$ cat config.mk
export PLATFORM = sky130hd
export DESIGN_NAME = lsoa_div
export DESIGN_NICKNAME = d
export VERILOG_FILES = /design/src/hw/rtl/lsoa_pkg.sv /design/src/hw/rtl/lsoa_div.sv
export SDC_FILE = /design/constraint.sdc
export NUM_CORES = 1
export LEC_CHECK = 0
export BUFFER_PORTS_ARGS = -buffer_cell sky130_fd_sc_hd__buf_2
export CAP_MARGIN = 5
export CORE_MARGIN = 3
export CORE_UTILIZATION = 45
export CTS_CLUSTER_DIAMETER = 200
export DETAILED_ROUTE_END_ITERATION = 6
export HOLD_SLACK_MARGIN = 0.08
export PLACE_DENSITY = 0.67
export SLEW_MARGIN = 10
export SYNTH_ARGS = -nofsm -noshare
export SYNTH_HDL_FRONTEND = slang
export SYNTH_SLANG_ARGS = --single-unit
$ cat constraint.sdc
create_clock -name clk -period 3.4 [get_ports clk]
set_input_delay 0.17 -clock clk [delete_from_list [all_inputs] [get_ports clk]]
set_output_delay 0.17 -clock clk [all_outputs]
set_load 0.05 [all_outputs]
$ cat src/hw/rtl/lsoa_pkg.sv
`timescale 1ns / 1ps
`default_nettype none

package lsoa_pkg;

    // Store geometry and widths.
    localparam int MAX_SAMPLES      = 512;
    localparam int IDX_W            = $clog2(MAX_SAMPLES);
    localparam int LEN_W            = IDX_W + 1;
    localparam int RANGE_W          = 16;
    localparam int MIN_W            = RANGE_W + 1;
    localparam int SUM_W            = RANGE_W + IDX_W;
    localparam int FRONT_HALF_WIDTH = 30;
    localparam int DIV_STEPS_W      = $clog2(SUM_W + 1);

    localparam logic [MIN_W-1:0] RANGE_INF = {1'b1, {RANGE_W{1'b0}}};

    // Speed commands.
    localparam logic [7:0] SPEED_FORWARD    = 8'd160;
    localparam logic [7:0] SPEED_GENTLE_FWD = 8'd60;
    localparam logic [7:0] SPEED_STRONG_FWD = 8'd0;
    localparam logic signed [9:0] TURN_GENTLE = 10'sd280;
    localparam logic signed [9:0] TURN_STRONG = 10'sd400;
    localparam logic [3:0] CLEAR_SAT = 4'd15;

    // Turn directions.
    localparam logic signed [1:0] DIR_NONE  = 2'sb00;
    localparam logic signed [1:0] DIR_LEFT  = 2'sb01;
    localparam logic signed [1:0] DIR_RIGHT = 2'sb11;

    // Configuration register indexes.
    typedef enum logic [2:0] {
        REG_ENTER      = 3'd0,
        REG_EXIT       = 3'd1,
        REG_CORNER     = 3'd2,
        REG_SIDE_WALL  = 3'd3,
        REG_VERY_CLOSE = 3'd4,
        REG_OPEN_BIAS  = 3'd5,
        REG_CLEAR_TICKS = 3'd6
    } reg_idx_t;

    // Tick sequencer states.
    typedef enum logic [3:0] {
        ST_IDLE,
        ST_SETUP,
        ST_WALK,
        ST_DRAIN,
        ST_DIV_L,
        ST_WAIT_L,
        ST_DIV_R,
        ST_WAIT_R,
        ST_DECIDE
    } state_t;

    // Divider request and response.
    typedef struct packed {
        logic               start;
        logic [SUM_W-1:0]   dividend;
        logic [LEN_W-1:0]   divisor;
    } div_req_t;

    typedef struct packed {
        logic               done;
        logic [RANGE_W-1:0] quotient;
    } div_rsp_t;

    // Floor of x / 3 for x below 1366, by reciprocal multiplication.
    function automatic logic [LEN_W-1:0] div3(input logic [LEN_W:0] x);
        logic [LEN_W+11:0] prod;
        begin
            prod = {11'd0, x} * (LEN_W + 12)'(683);
            div3 = prod[LEN_W+10:11];
        end
    endfunction

endpackage

`default_nettype wire

$ cat src/hw/rtl/lsoa_div.sv
`timescale 1ns / 1ps
`default_nettype none

module lsoa_div
    import lsoa_pkg::*;
(
    input  wire logic     clk,
    input  wire logic     rst_n,
    input  wire div_req_t req,
    output div_rsp_t      rsp
);

    logic [SUM_W-1:0]       quo_reg;
    logic [LEN_W-1:0]       rem_reg;
    logic [LEN_W-1:0]       divisor_reg;
    logic [DIV_STEPS_W-1:0] steps_reg;
    logic                   busy_reg;
    logic                   done_reg;
    logic [LEN_W:0]         trial;
    logic                   fits;

    // One quotient bit per cycle, restoring form.
    assign trial = {rem_reg, quo_reg[SUM_W-1]};
    assign fits  = trial >= {1'b0, divisor_reg};

    always_ff @(posedge clk or negedge rst_n)
    begin
        if (!rst_n)
        begin
            busy_reg  <= 1'b0;
            done_reg  <= 1'b0;
            steps_reg <= '0;
        end
        else
        begin
            done_reg <= 1'b0;
            if (req.start)
            begin
                busy_reg  <= 1'b1;
                steps_reg <= DIV_STEPS_W'(SUM_W);
            end
            else if (busy_reg)
            begin
                steps_reg <= steps_reg - 1'b1;
                if (steps_reg == DIV_STEPS_W'(1))
                begin
                    busy_reg <= 1'b0;
                    done_reg <= 1'b1;
                end
            end
        end
    end

    // Payload registers.
    always_ff @(posedge clk)
    begin
        if (req.start)
        begin
            quo_reg     <= req.dividend;
            rem_reg     <= '0;
            divisor_reg <= req.divisor;
        end
        else if (busy_reg)
        begin
            quo_reg <= {quo_reg[SUM_W-2:0], fits};
            rem_reg <= fits ? LEN_W'(trial - {1'b0, divisor_reg}) : trial[LEN_W-1:0];
        end
    end

    assign rsp.done     = done_reg;
    assign rsp.quotient = quo_reg[RANGE_W-1:0];

endmodule

`default_nettype wire

==> results <==
- Cell internal power was estimated by the tool at 1.29 mW.
- The peak ir drop on the vdd network is 0.290 mV.
- The congestion estimate from routability-driven global placement came to 0.862.
- The dominant combinational cell family by area after synthesis is multiplexers.
- Data arrives at the worst endpoint at 2.38 ns.
- The routed length per placed instance is 14.4 microns.
- The initial antenna violation count came to 0.
- Setup violations remaining at the end of the flow were counted as 0.
- The cell area after technology mapping is 2740 sq um.
- The clock tree from TritonCTS is yes.
- Net switching is 34.2% of the power.
- The most common flop cell mapped by yosys is edfxtp_1.
- The total power density per cell area is 618 nW/um^2.
- The via total after detailed routing is 1817.
- The relative slew slack is 35.9%.
- In this run the count of I/O pins placed on the die edge is 55.
- The compound-cell area share of the yosys netlist is 9.50%.
- In this run the mean area of a mapped cell was 12.1 sq um.
- The critical path goes through inv_1 -> ha_1 -> a21o_2 -> a211oi_1 -> nand3_4 -> mux2_2.
- The count of cells along the worst hold path is 2.
- The final number of hold-violating endpoints is 0.
- The synthesized netlist devotes 8.73% of its cell area to simple gates.
- The clock share of power is 22.0%.
- The number of sinks on the clock net is 52.
- The H-tree level count is 2.
- The number of enable flip-flop cells after synthesis is 35.
- The number of maximum-capacitance violations is 0.
- Combinational cells account for 34.7% of the total power.
- Sequential cells burn 43.3% of the power.
- STA classifies the critical path startpoint as a flop.
- Once detailed placement completed, the half-perimeter wirelength came to 3630 microns.
- The worst setup path is of the reg2reg kind.
- The overall global routing resource usage is 14.9%.
- The required time of the worst setup path is 3.47 ns.
- The count of cells in the finished layout, fillers not included, comes to 350.
- In this run the remaining antenna-violating nets after routing total 0.
- The slowest stage cell on the critical path is a211oi_1.
- In this run, the number of DRC markers left after iteration 0 of detailed routing was 79.
- Once the floorplan was initialized, standard cells occupied 48.0% of the core.
- Counting instances in the post-synthesis netlist gives the leading cell types as edfxtp_1, mux2_2, buf_4.
- Along the worst path, the maximum fanout reaches 12.
- The post-synthesis sequential element count is 52.
- The adder and majority cell fraction of the synthesized area is 6.21%.
- At the end of the flow, the number of nets in the layout was 328.
- During placement, the flow inserted port buffers numbering 54.
- In the final layout, the share of cells above drive strength 1 is 36.0%.
- The family with the most delay on the worst path is compound AO/OA/AOI/OAI gates.
- The depth of the critical timing path with buffers and inverters included is 6.
- The area share of the largest cell type after synthesis is 38.4%.
- The routed design has 5050 microns of wire.
- The switching power summed over all nets is 0.670 mW.
- Compared with the post-synthesis result, the final layout area differs by 15.8%.
- The final critical path takes up 67.9% of the cycle.
- The number of warning messages in the yosys log is 0.
- The floorplan die area is 7060 sq um.
- Summed over all failing endpoints, the final setup total negative slack is 0 ns.
- The number of buffers and inverters on the critical path is 1.
- The portion of synthesized area spent on multiplexers is 11.7%.
- The clock passes through at most 2 buffers.
- Of the total synthesized cell area, the portion taken by XOR and XNOR cells is 3.52%.
- The die is 84.0 microns wide.
- By instance count, the leading cell after synthesis is edfxtp_1.
- Hold is met by 0.150 ns.
- The number of antenna diodes in the final layout is 0.
- For the worst-skew pair, the clock arrives at the later sink with an insertion delay of 0.31 ns.
- The upper clock frequency limit is 0.433 GHz.
- The worst path in the final design needs a cycle of 2.31 ns, including I/O delays and setup.
- The analysis attributes to cell leakage a power of 1.39 nW.
- Before antenna repair, the detailed router went through 4 iterations.
- The number of buffers inserted by post-CTS setup repair is 0.
- For the final database, setup skew stands at 0.00494 ns.
- The number of nets handed over by synthesis was 278.
- The flow ran to the end, and the final reports show no timing, DRC or antenna violations.
- The first global-routing pass estimated 8510 microns of wire.
- The number of DRC violations after detailed routing is 0.
- Synthesis produced 227 cells.
- Once placement completed, the tool counted placed cells totaling 331.
- Setup repair after global routing left no endpoint under its margin.
- The actual transition at the worst max-transition pin is 0.960 ns.
- The biggest area contributor in the post-synthesis netlist is edfxtp_1.
- The longest individual stage delay on the worst path is 0.51 ns.
- The number of buffers inserted during clock tree synthesis is 5.
- Clock-pin slew was measured on the worst setup and hold paths at 0.10 ns.
- The class of the most critical hold timing path is in2reg.
- The number of global-route vias before repair is 1856.
- The endpoint kind of the worst setup timing path is a flop.
- The number of core rows is 27.
- The die is 84.0 microns tall.
- After synthesis, the share of flip-flops with an asynchronous set or reset is 13.5%.
- The cell sitting at the root of the clock tree is a clkbuf_8.
- After synthesis, the cell types taking the most area are edfxtp_1, mux2_2, dfxtp_1, dfrtp_1, ha_1.
- The via density per instance is 5.19.
- The synthesized netlist contains 45 unique library cells.
- The area of the placeable core is 5710 sq um.
- Summing internal, switching and leakage power gives 1.96 mW.
- The largest net degree at the start of global routing is 32.
- The number of cell instances on the worst register-to-register path is 6.
- For this run the aggregate overflow at the end of global routing stands at 0.
- The number of flip-flops under the largest register name is 25.
- The portion of the post-synthesis area used by sequential elements is 52.1%.
- The total count of max-transition violations in the final report is 0.
[cells in the final DEF (no fill, tap or decap), drive strengths merged, types with 2 or more instances in the layout]
| cell type | count |
|---|---|
| a211oi | 8 |
| a21o | 5 |
| a21oi | 3 |
| a31oi | 2 |
| buf | 56 |
| clkbuf | 5 |
| dfrtp | 7 |
| dfxtp | 10 |
| dlygate4sd3 | 11 |
| edfxtp | 35 |
| ha | 12 |
| inv | 16 |
| mux2 | 25 |
| mux2i | 4 |
| nand2 | 13 |
| nand3 | 7 |
| nor2 | 16 |
| nor2b | 2 |
| nor3 | 4 |
| o21ai | 2 |
| o21bai | 2 |
| o22ai | 3 |
| o311a | 2 |
| xnor2 | 5 |
| xor2 | 6 |
[final timing paths]
| kind | end | slack (ns) | from |
|---|---|---|---|
| max in group asynchronous | steps_reg[0]$_DFFE_PN0P_ | 3.04 | rst_n |
| max | quo_reg[0]$_DFFE_PP_ | 1.09 | divisor_reg[8]$_DFFE_PP_ |
| min in group asynchronous | busy_reg$_DFF_PN0_ | 0.21 | rst_n |
| min | quo_reg[15]$_DFFE_PP_ | 0.15 | req[25] |
| max reg2reg | quo_reg[0]$_DFFE_PP_ | 1.09 | divisor_reg[8]$_DFFE_PP_ |
| min reg2reg | rem_reg[4]$_SDFFE_PP0P_ | 0.52 | rem_reg[4]$_SDFFE_PP0P_ |
[metal layers]
layer / track usage, % / vias to the layer above / share of wire [%]
li1: - / 904 / -
met5: 0 / - / 0
met3: 5.03 / 6 / 7.2
met2: 24.4 / 56 / 46
met4: 3.95 / 0 / 1.2
met1: 18.9 / 851 / 46
[metrics by stage]
| stage | util, % | cell area, sq um | setup slack, ns |
|---|---|---|---|
| after floorplan | - | 2740 | 1.29 |
| after global placement | 51.7 | 2950 | 1.22 |
| after detailed placement | 51.7 | 2950 | 1.13 |
| after CTS | 55.5 | 3170 | 1.11 |
| after global routing | 55.5 | 3170 | 1.04 |
| final | 55.5 | 3170 | 1.09 |
[area by class of cell]
| class | count | area, sq um |
|---|---|---|
| Inverter | 16 | 60.1 |
| Fill cell | 494 | 2540 |
| Multi-Input combinational cell | 135 | 1090 |
| Sequential cell | 52 | 1430 |
| Tap cell | 72 | 90.1 |
| Clock buffer | 5 | 68.8 |
| Timing Repair Buffer | 67 | 395 |
| Clock inverter | 3 | 42.5 |
[power groups by stage]
stage	combinational [mW]	sequential (mW)	clock [mW]
final	0.680	0.848	0.431
after global routing	0.747	0.865	0.458
after CTS	0.679	0.848	0.435
after detailed placement	0.667	0.860	0
after global placement	0.657	0.860	0
after floorplan	0.598	0.838	0
[repair_timing]
item / 4_1_cts / 5_1_grt
gates resized for setup: 0 / 0
hold buffers: 11 / 0
hold endpoints to repair: 17 / 0
[cell families after synthesis]
group,after synthesis
flops,52
simple gates,48
buf+inv,40
compound gates,34
mux,29
fa+ha+maj,13
xor+xnor,11
Power figures use the tool's default switching activity.
